## src/hw/rtl/kmp_pkg.sv

```systemverilog
// ----------------------------------------------------------------------------
// kmp_pkg: shared types and constants for the KMP pattern matcher
// Opcodes, the pattern row size and the control group that drives the cells.
// ----------------------------------------------------------------------------
package kmp_pkg;

    // Pattern sizing: the pattern store holds at most STORE_DEPTH - 1 bytes
    localparam int MAX_PATTERN = 255;
    localparam int STORE_DEPTH = 256;
    localparam int PAT_LIMIT   = (MAX_PATTERN < STORE_DEPTH - 1) ? MAX_PATTERN
                                                                 : STORE_DEPTH - 1;
    localparam int LEN_W       = $clog2(PAT_LIMIT + 1);

    // Counter widths and saturation value
    localparam int          CNT_W   = 32;
    localparam logic [31:0] CNT_MAX = 32'hFFFF_FFFF;

    // Item opcodes
    typedef enum logic [1:0] {
        OP_APPEND = 2'd0,
        OP_FINISH = 2'd1,
        OP_TEXT   = 2'd2,
        OP_BREAK  = 2'd3
    } op_t;

    // Control broadcast to every cell of the row
    typedef struct packed {
        logic       load;     // shift a pattern byte into the row
        logic       restart;  // new pattern: drop all stored bytes above the head
        logic       step;     // text byte: advance the partial-match bits
        logic       clear;    // drop match progress
        logic [7:0] data;     // pattern byte or text byte
    } cell_ctrl_t;

endpackage

```

## src/hw/rtl/kmp_cell.sv

```systemverilog
// ----------------------------------------------------------------------------
// kmp_cell: one position of the pattern row
// Holds one pattern byte and one partial-match bit. Pattern bytes shift
// upward through the row; partial-match bits move downward toward cell 0.
// ----------------------------------------------------------------------------
module kmp_cell (
    input  logic                clk,
    input  logic                rst_n,
    input  kmp_pkg::cell_ctrl_t ctrl,
    input  logic [7:0]          byte_in,    // from lower neighbor (or new byte)
    input  logic                valid_in,   // from lower neighbor (or head)
    input  logic                prog_in,    // from upper neighbor
    output logic [7:0]          byte_out,
    output logic                valid_out,
    output logic                prog_out,
    output logic                hit
);

    logic [7:0] pat_byte_reg;
    logic       valid_reg;
    logic       valid_next;
    logic       prog_reg;
    logic       prog_next;
    logic       byte_eq;

    // Suffix of the text matches this cell and every cell above it
    assign byte_eq = (ctrl.data == pat_byte_reg);
    assign hit     = valid_reg & prog_in & byte_eq;

    // Cells past the pattern end act as an always-true boundary
    assign byte_out  = pat_byte_reg;
    assign valid_out = valid_reg;
    assign prog_out  = valid_reg ? prog_reg : 1'b1;

    always_comb
    begin
        valid_next = valid_reg;
        prog_next  = prog_reg;
        if (ctrl.load)
        begin
            valid_next = valid_in;
        end
        if (ctrl.clear)
        begin
            prog_next = 1'b0;
        end
        else if (ctrl.step)
        begin
            prog_next = hit;
        end
    end

    always_ff @(posedge clk or negedge rst_n)
    begin
        if (!rst_n)
        begin
            valid_reg <= 1'b0;
            prog_reg  <= 1'b0;
        end
        else
        begin
            valid_reg <= valid_next;
            prog_reg  <= prog_next;
        end
    end

    // Pattern byte storage
    always_ff @(posedge clk)
    begin
        if (ctrl.load)
        begin
            pat_byte_reg <= byte_in;
        end
    end

endmodule

```

## src/hw/rtl/kmp_pattern_matcher.sv

```systemverilog
// ----------------------------------------------------------------------------
// kmp_pattern_matcher: streaming exact-pattern matcher
// Reports every occurrence of a loaded pattern in a byte stream.
// ----------------------------------------------------------------------------
// Usage:
//   Input channel (in_valid / in_stall, op, byte_value) carries one item per
//   op: append a pattern byte, finish the pattern (clears position and match
//   counters), a text byte, or a line break. Matches never span a line break,
//   but the break takes one text position. Overlapping matches are reported.
//   Output channel (out_valid / out_stall) returns one item per match: the
//   1-based position of the match's first byte and a running match number.
//   Both counters saturate at all ones.
// Timing:
//   One item per cycle while in_stall is low. Each text byte is compared
//   against all stored pattern bytes at once in the cell row, so a match is
//   known in the accept cycle and its item is in the output register next cycle.
//   in_stall is high only while a result is held and out_stall is high.
// Reset:
//   Pattern is empty, counters are zero and no pattern is finished, so text
//   produces no result until a finish item arrives.
// ----------------------------------------------------------------------------
module kmp_pattern_matcher (
    input  logic        clk,
    input  logic        rst_n,
    input  logic        in_valid,
    output logic        in_stall,
    input  logic [1:0]  op,
    input  logic [7:0]  byte_value,
    output logic        out_valid,
    input  logic        out_stall,
    output logic [31:0] match_position,
    output logic [31:0] match_number
);

    localparam int N = kmp_pkg::PAT_LIMIT;
    localparam int W = kmp_pkg::LEN_W;

    kmp_pkg::cell_ctrl_t ctrl;
    kmp_pkg::op_t        op_code;

    logic [W-1:0]        len_reg;
    logic [W-1:0]        len_next;
    logic                ready_reg;
    logic                ready_next;
    logic [31:0]         pos_reg;
    logic [31:0]         pos_next;
    logic [31:0]         base_reg;
    logic [31:0]         base_next;
    logic [31:0]         total_reg;
    logic [31:0]         total_next;
    logic [31:0]         total_inc;
    logic                out_valid_reg;
    logic                out_valid_next;
    logic [31:0]         out_pos_reg;
    logic [31:0]         out_num_reg;
    logic                accept;
    logic                match_found;
    logic                head_hit;

    logic [7:0]          byte_chain  [N];
    logic                valid_chain [N];
    logic                prog_chain  [N];

    assign in_stall       = out_valid_reg & out_stall;
    assign accept         = in_valid & ~in_stall;
    assign op_code        = kmp_pkg::op_t'(op);
    assign out_valid      = out_valid_reg;
    assign match_position = out_pos_reg;
    assign match_number   = out_num_reg;

    assign total_inc = (total_reg == kmp_pkg::CNT_MAX) ? total_reg : total_reg + 32'd1;

    // Decode the accepted item into row control and counter updates
    always_comb
    begin
        ctrl         = '0;
        ctrl.data    = byte_value;
        len_next     = len_reg;
        ready_next   = ready_reg;
        pos_next     = pos_reg;
        base_next    = base_reg;
        if (accept)
        begin
            case (op_code)
                kmp_pkg::OP_APPEND:
                begin
                    ctrl.clear = 1'b1;
                    if (ready_reg)
                    begin
                        // Append after finish starts a new pattern
                        ctrl.load    = 1'b1;
                        ctrl.restart = 1'b1;
                        ready_next   = 1'b0;
                        len_next     = W'(1);
                    end
                    else if (len_reg < W'(N))
                    begin
                        ctrl.load = 1'b1;
                        len_next  = len_reg + W'(1);
                    end
                end
                kmp_pkg::OP_FINISH:
                begin
                    ctrl.clear = 1'b1;
                    ready_next = 1'b1;
                    pos_next   = '0;
                    base_next  = 32'd2 - 32'(len_reg);
                end
                kmp_pkg::OP_TEXT, kmp_pkg::OP_BREAK:
                begin
                    // Position advances with saturation; base tracks the start
                    // of a match ending at the next byte
                    if (pos_reg != kmp_pkg::CNT_MAX)
                    begin
                        pos_next = pos_reg + 32'd1;
                    end
                    if (pos_reg < kmp_pkg::CNT_MAX - 32'd1)
                    begin
                        base_next = base_reg + 32'd1;
                    end
                    if (op_code == kmp_pkg::OP_BREAK)
                    begin
                        ctrl.clear = 1'b1;
                    end
                    else
                    begin
                        ctrl.step = 1'b1;
                    end
                end
                default:
                begin
                    ctrl.clear = 1'b1;
                end
            endcase
        end
    end

    // Match report from the head cell; finish restarts the match count
    assign match_found = accept & (op_code == kmp_pkg::OP_TEXT) & ready_reg & head_hit;
    assign total_next  = (accept && op_code == kmp_pkg::OP_FINISH) ? '0
                       : (match_found ? total_inc : total_reg);

    // Output register: held while stalled, refilled on a match
    assign out_valid_next = match_found | (out_valid_reg & out_stall);

    always_ff @(posedge clk or negedge rst_n)
    begin
        if (!rst_n)
        begin
            len_reg       <= '0;
            ready_reg     <= 1'b0;
            pos_reg       <= '0;
            base_reg      <= '0;
            total_reg     <= '0;
            out_valid_reg <= 1'b0;
        end
        else
        begin
            len_reg       <= len_next;
            ready_reg     <= ready_next;
            pos_reg       <= pos_next;
            base_reg      <= base_next;
            total_reg     <= total_next;
            out_valid_reg <= out_valid_next;
        end
    end

    always_ff @(posedge clk)
    begin
        if (match_found)
        begin
            out_pos_reg <= base_reg;
            out_num_reg <= total_next;
        end
    end

    // Cell row: pattern bytes enter at cell 0 and move up, so cell 0 always
    // holds the last pattern byte and reports a complete match
    genvar k;
    generate
        for (k = 0; k < N; k++)
        begin : g_cell
            logic [7:0] byte_in;
            logic       valid_in;
            logic       prog_in;
            logic       hit;

            if (k == 0)
            begin : g_head
                assign byte_in  = byte_value;
                assign valid_in = 1'b1;
                assign head_hit = hit;
            end
            else
            begin : g_body
                assign byte_in  = byte_chain[k-1];
                assign valid_in = valid_chain[k-1] & ~ctrl.restart;
            end

            if (k == N - 1)
            begin : g_top
                assign prog_in = 1'b1;
            end
            else
            begin : g_inner
                assign prog_in = prog_chain[k+1];
            end

            kmp_cell u_cell (
                .clk       (clk),
                .rst_n     (rst_n),
                .ctrl      (ctrl),
                .byte_in   (byte_in),
                .valid_in  (valid_in),
                .prog_in   (prog_in),
                .byte_out  (byte_chain[k]),
                .valid_out (valid_chain[k]),
                .prog_out  (prog_chain[k]),
                .hit       (hit)
            );
        end
    endgenerate

endmodule

```

## config.mk

```make
export PLATFORM = sky130hd
export DESIGN_NAME = kmp_pattern_matcher
export DESIGN_NICKNAME = d
export VERILOG_FILES = /design/src/hw/rtl/kmp_pkg.sv /design/src/hw/rtl/kmp_cell.sv /design/src/hw/rtl/kmp_pattern_matcher.sv
export SDC_FILE = /design/constraint.sdc
export NUM_CORES = 2
export LEC_CHECK = 0
export ABC_AREA = 1
export BUFFER_PORTS_ARGS = -buffer_cell sky130_fd_sc_hd__buf_2
export CORE_ASPECT_RATIO = 0.75
export CORE_MARGIN = 1.5
export CORE_UTILIZATION = 45
export DETAILED_ROUTE_END_ITERATION = 8
export PLACE_DENSITY_LB_ADDON = 0.25
export SYNTH_ARGS = -nofsm -noshare
export SYNTH_HDL_FRONTEND = slang
export SYNTH_SLANG_ARGS = --single-unit
```

## constraint.sdc

```tcl
create_clock -name clk -period 32.9 [get_ports clk]
set_input_delay 6.58 -clock clk [delete_from_list [all_inputs] [get_ports clk]]
set_output_delay 6.58 -clock clk [all_outputs]
set_load 0.02 [all_outputs]
```

# Yosys cells after proc, flatten, opt, wreduce, memory -nomap -nowiden

Index checks and enable logic that the tools add are counted.
W data, S select, Z words.

Input bits: 14
Word-level logic and storage cells: 2605
Output and inout bits: 66
Register bits: 2719

Equality and inequality tests: 262
$add $sub $neg: 5
Bitwise logic cells: 771
Reductions and logical operators: 12
Muxes and demuxes: 781
Order comparisons: 2

Operator list:

| operator                | number |
|---|---|
| $eq A8 B8 Y1            | 255 |
| $and A1 B1 Y1           | 768 |
| $mux W1                 | 768 |
| $mux W32                | 5 |
| $pmux W32 S2            | 2 |
| $add A32 B1 Y32 const B | 3 |
| $eq A32 B32 Y1 const B  | 1 |
| $lt A32 B32 Y1 const B  | 1 |
| $ne A32 B32 Y1 const B  | 1 |
| $mux W8                 | 2 |
| $reduce_and A3 Y1       | 3 |
| $sub A2 B8 Y9 const A   | 1 |
| $add A8 B1 Y8 const B   | 1 |
| $lt A8 B8 Y1 const B    | 1 |
| $reduce_bool A2 Y1      | 4 |
| $eq A2 B2 Y1 const B    | 2 |
| $mux W4                 | 1 |
| $ne A2 B2 Y1 const B    | 2 |
| $pmux W1 S2             | 2 |
| $reduce_or A2 Y1        | 2 |
| $eq A2 B1 Y1 const B    | 1 |
| $logic_not A2 Y1        | 1 |
| $mux W2                 | 1 |
| $not A1 Y1              | 2 |
| 3 further kinds         | 3 |

# Depth between registers and ports, before layout

Depth after elaboration: 8
Depth in mapped cells: 13
Depth with buffers taken out: 11

# Cells and area by module

Synthesis repeated with hierarchy kept, for this count alone.

Cell total of the unflattened synthesis: 15766
Area total of the unflattened synthesis: 139394.9 um^2

Modules (own cells, without submodules):

| module              | cells an instance | times used | sequential area each (um^2) | area each (um^2) |
|---|---|---|---|---|
| kmp_cell            | 55                | 255        | 290.3                       | 501.7 |
| kmp_pattern_matcher | 1741              | 1          | 4574.4                      | 11453.5 |

# Least setup slack after synthesis

OpenSTA, ideal clock, no wires.

Path type: input port to flip-flop
Start: in out_stall
End: reg g_cell[0].u_cell.pat_byte_reg[0] (enable)
Stages on the path: 9
Library setup time: 1.539 ns
Required time: 31.361 ns
Data arrival time: 30.452 ns
Buffers on the path: 2
Setup slack: 0.908 ns
Path through: nand2_2 nand2_2 inv_2 nand2_1 nor2_2 nand2_2 inv_2 buf_6 buf_2

RTL lines:

| item                 | RTL line                  | source |
|---|---|---|
| start, declared      | kmp_pattern_matcher.sv:30 | `input logic out_stall,` |
| end signal, assigned | kmp_cell.sv:72            | `pat_byte_reg <= byte_in;` |
| end, declared        | kmp_cell.sv:19            | `logic [7:0] pat_byte_reg;` |

# Worst setup path after layout

Start: in out_stall
End: out in_stall

Cells in the longest elaborated chain, start to end: 1

RTL lines:

| item          | RTL line                  | source |
|---|---|---|
| $and A1 B1 Y1 | kmp_pattern_matcher.sv:64 | `assign in_stall = out_valid_reg & out_stall;` |
| end, declared | kmp_pattern_matcher.sv:26 | `output logic in_stall,` |

Every way passes these cells.

==> results.json <==
{
  "status": "finished, final reports clean",
  "clk_pin_slew_ps": 60,
  "fin_crit_ps": 13610,
  "rows": 160,
  "path_class": "input port to output pin",
  "maxClockFrequency_mhz": 73.5,
  "endpoint_kind": "output pin",
  "drtIter0Drc": 8059,
  "die_y_um": 441,
  "hold_path.class": "flop to flop",
  "synth_top_area_share_pct": 54.9,
  "final_nets": 9475,
  "cts_setup_buffers": 0,
  "syn_inst": 9500,
  "place.gp.congestion": 0.888,
  "maxSlewViolCount": 0,
  "start_util_pct": 45.3,
  "ys.flop_type": "edfxtp_1",
  "synth_edf_count": 2104,
  "final_hold_viol_count": 0,
  "grt_max_degree": 180,
  "ir_drop_mv": 0.0361,
  "io_pins": 80,
  "startpoint_type": "input port",
  "ys_seq_elements": 2719,
  "fin_crit_sh_pct": 41.4,
  "die_w_um": 587,
  "leakagePower_uw": 0.0411,
  "fin_setup_tns_ps": 0,
  "cts_hold_repair.buffers": 0,
  "die-area_um2": 259000,
  "crit_chain": "buf_2 -> nand2_2 -> inv_1 -> buf_2",
  "crit_slowest_cell": "buf_2",
  "syn_nets": 9518,
  "yosysUniqueCellTypes": 46,
  "setup_viol": 0,
  "max_stage_delay_ps": 150,
  "yosys-top-cells-area": "edfxtp_1 (55%), dfrtp_1 (13%), xor2_1 (6.1%), nand2_1 (5.4%), o22ai_1 (2.8%)",
  "critPathMostFrequentCell": "buf_2",
  "worst-path-max-fanout": 4,
  "numCtsBuffers": 267,
  "drv_cap": 0,
  "clock-skew-final_ps": 38.6,
  "grt_use_total_pct": 21.7,
  "fin_total_pwr_uw": 7210,
  "wirelength_um": 287000,
  "place_hpwl_um": 157000,
  "overflow": 0,
  "insertion_delay_ps": 830,
  "worstPathArrival_ps": 7030,
  "utilization_pct": 50.0,
  "largest_reg_flops": 2040,
  "cts_resized": 0,
  "yosysSeqAreaShare_pct": 68.3,
  "drc": 0,
  "relSlewSlack_pct": 22.7,
  "wl_per_cell_um": 22.0,
  "synthArstFlopShare_pct": 22.6,
  "ys_top_cells_by_count": "edfxtp_1 (2104), nand2_1 (1662), xor2_1 (796)",
  "num_vias": 74800,
  "clk_path_buf_depth": 4,
  "required_ps": 26320,
  "ant_nets": 0,
  "netlist_area_um2": 115000,
  "worst_pin_slew_ps": 1160,
  "yosys_warnings": 0,
  "cts_tree": "done",
  "core_area_um2": 254000,
  "synth_area_leader_cell": "edfxtp_1",
  "grt_pass1_vias": 72700,
  "viasPerCell": 5.73,
  "synth.most_common_cell": "edfxtp_1",
  "drt-pass1-iter-count": 7,
  "cp_num_buf_inv": 3,
  "layout-drive-gt1-share_pct": 6.79,
  "avgSynthCellArea_um2": 12.1,
  "rsz0062_at_grt": "no",
  "power_density_nw_per_um2": 56.8,
  "h-tree-depth": 5,
  "syn_to_final_growth_pct": 10.3,
  "hold-worst-slack_ps": 440,
  "clkSinkCount": 2719,
  "grt_first_pass_wirelength_um": 442000,
  "grt_antenna_before_repair": 5,
  "clockRootBuffer": "clkbuf_16",
  "io_buffers": 79,
  "critPathTopFamily": "buffers and inverters"
}
## where the power goes
part | switching (uW) | total [uW] | internal (uW)
Combinational | 299 | 405 | 106
Sequential | 36.1 | 3760 | 3730
Clock | 1300 | 3040 | 1740
## cells by family after synthesis
| kind of cell | Yosys count | share of synthesized area, % |
|---|---|---|
| AO/OA/AOI/OAI | 1616 | 8.52 |
| XOR/XNOR | 957 | 7.29 |
| adder cells (fa/ha/maj) | 4 | 0.0435 |
| buffers and inverters | 1082 | 3.96 |
| flip-flops | 2719 | 68.3 |
| AND/OR/NAND/NOR | 3122 | 11.9 |
## cells in the final DEF, fill, tap and decap left out, drive strengths merged, types with 51 or more instances in the layout
| master | netlist | routed |
|---|---|---|
| o21ai | 681 | 681 |
| a21oi | 123 | 123 |
| buf | 272 | 173 |
| nand4 | 126 | 126 |
| xor2 | 796 | 796 |
| or2 | 75 | 75 |
| clkinv | 1 | 64 |
| nand2 | 1666 | 1666 |
| inv | 595 | 599 |
| nor4 | 140 | 140 |
| o211ai | 60 | 60 |
| nand3 | 275 | 275 |
| o22ai | 509 | 509 |
| xnor2 | 161 | 161 |
| edfxtp | 2104 | 2104 |
| o2111ai | 89 | 89 |
| dfrtp | 615 | 615 |
| nor2 | 332 | 332 |
| nor3 | 473 | 473 |
| clkbuf | 214 | 385 |
| a221oi | 51 | 51 |
## area by class of cell
type / instances / area, um2
antenna: 1 / 2.50
tap: 3402 / 4260
clock buffer: 384 / 7660
multi-input combinational: 5699 / 31900
clock inverter: 87 / 831
sequential: 2719 / 78600
fill: 22000 / 127000
timing repair buffer: 174 / 1310
inverter: 596 / 2300
## routing by layer
layer  up-vias  global-route usage [%]  wire [um]
met5         -                       0          0
met2      3168                    31.9     123000
li1      33800                       -          -
met4         0                    5.45       6400
met3       455                    3.69      24100
met1     37400                    33.4     133000
## worst paths after layout
kind / slack (ps) / end / depth (start not counted) / start
min in group asynchronous: 5710 / g_cell[253].u_cell.prog_reg / 1 / rst_n
worst min-delay path: 440 / g_cell[146].u_cell.byte_out[0] / 0 / g_cell[145].u_cell.byte_out[0]
worst min register to register: 440 / g_cell[146].u_cell.byte_out[0] / 0 / g_cell[145].u_cell.byte_out[0]
worst max register to register: 25630 / g_cell[76].u_cell.byte_out[3] / 12 / out_valid
max in group asynchronous: 24080 / g_cell[22].u_cell.prog_reg / 4 / rst_n
worst max-delay path: 19290 / in_stall / 4 / out_stall
## through the flow
stage          instance area, um2  setup slack (ps)  std cells
5_1_grt                    127000             19280      13100
3_3_place_gp               118000             19280      12600
6_report                   127000             19290      13100
3_5_place_dp               118000             19240      12600
2_1_floorplan              115000               908       9500
4_1_cts                    127000             19290      13100
(Power assumes the default switching activity.)
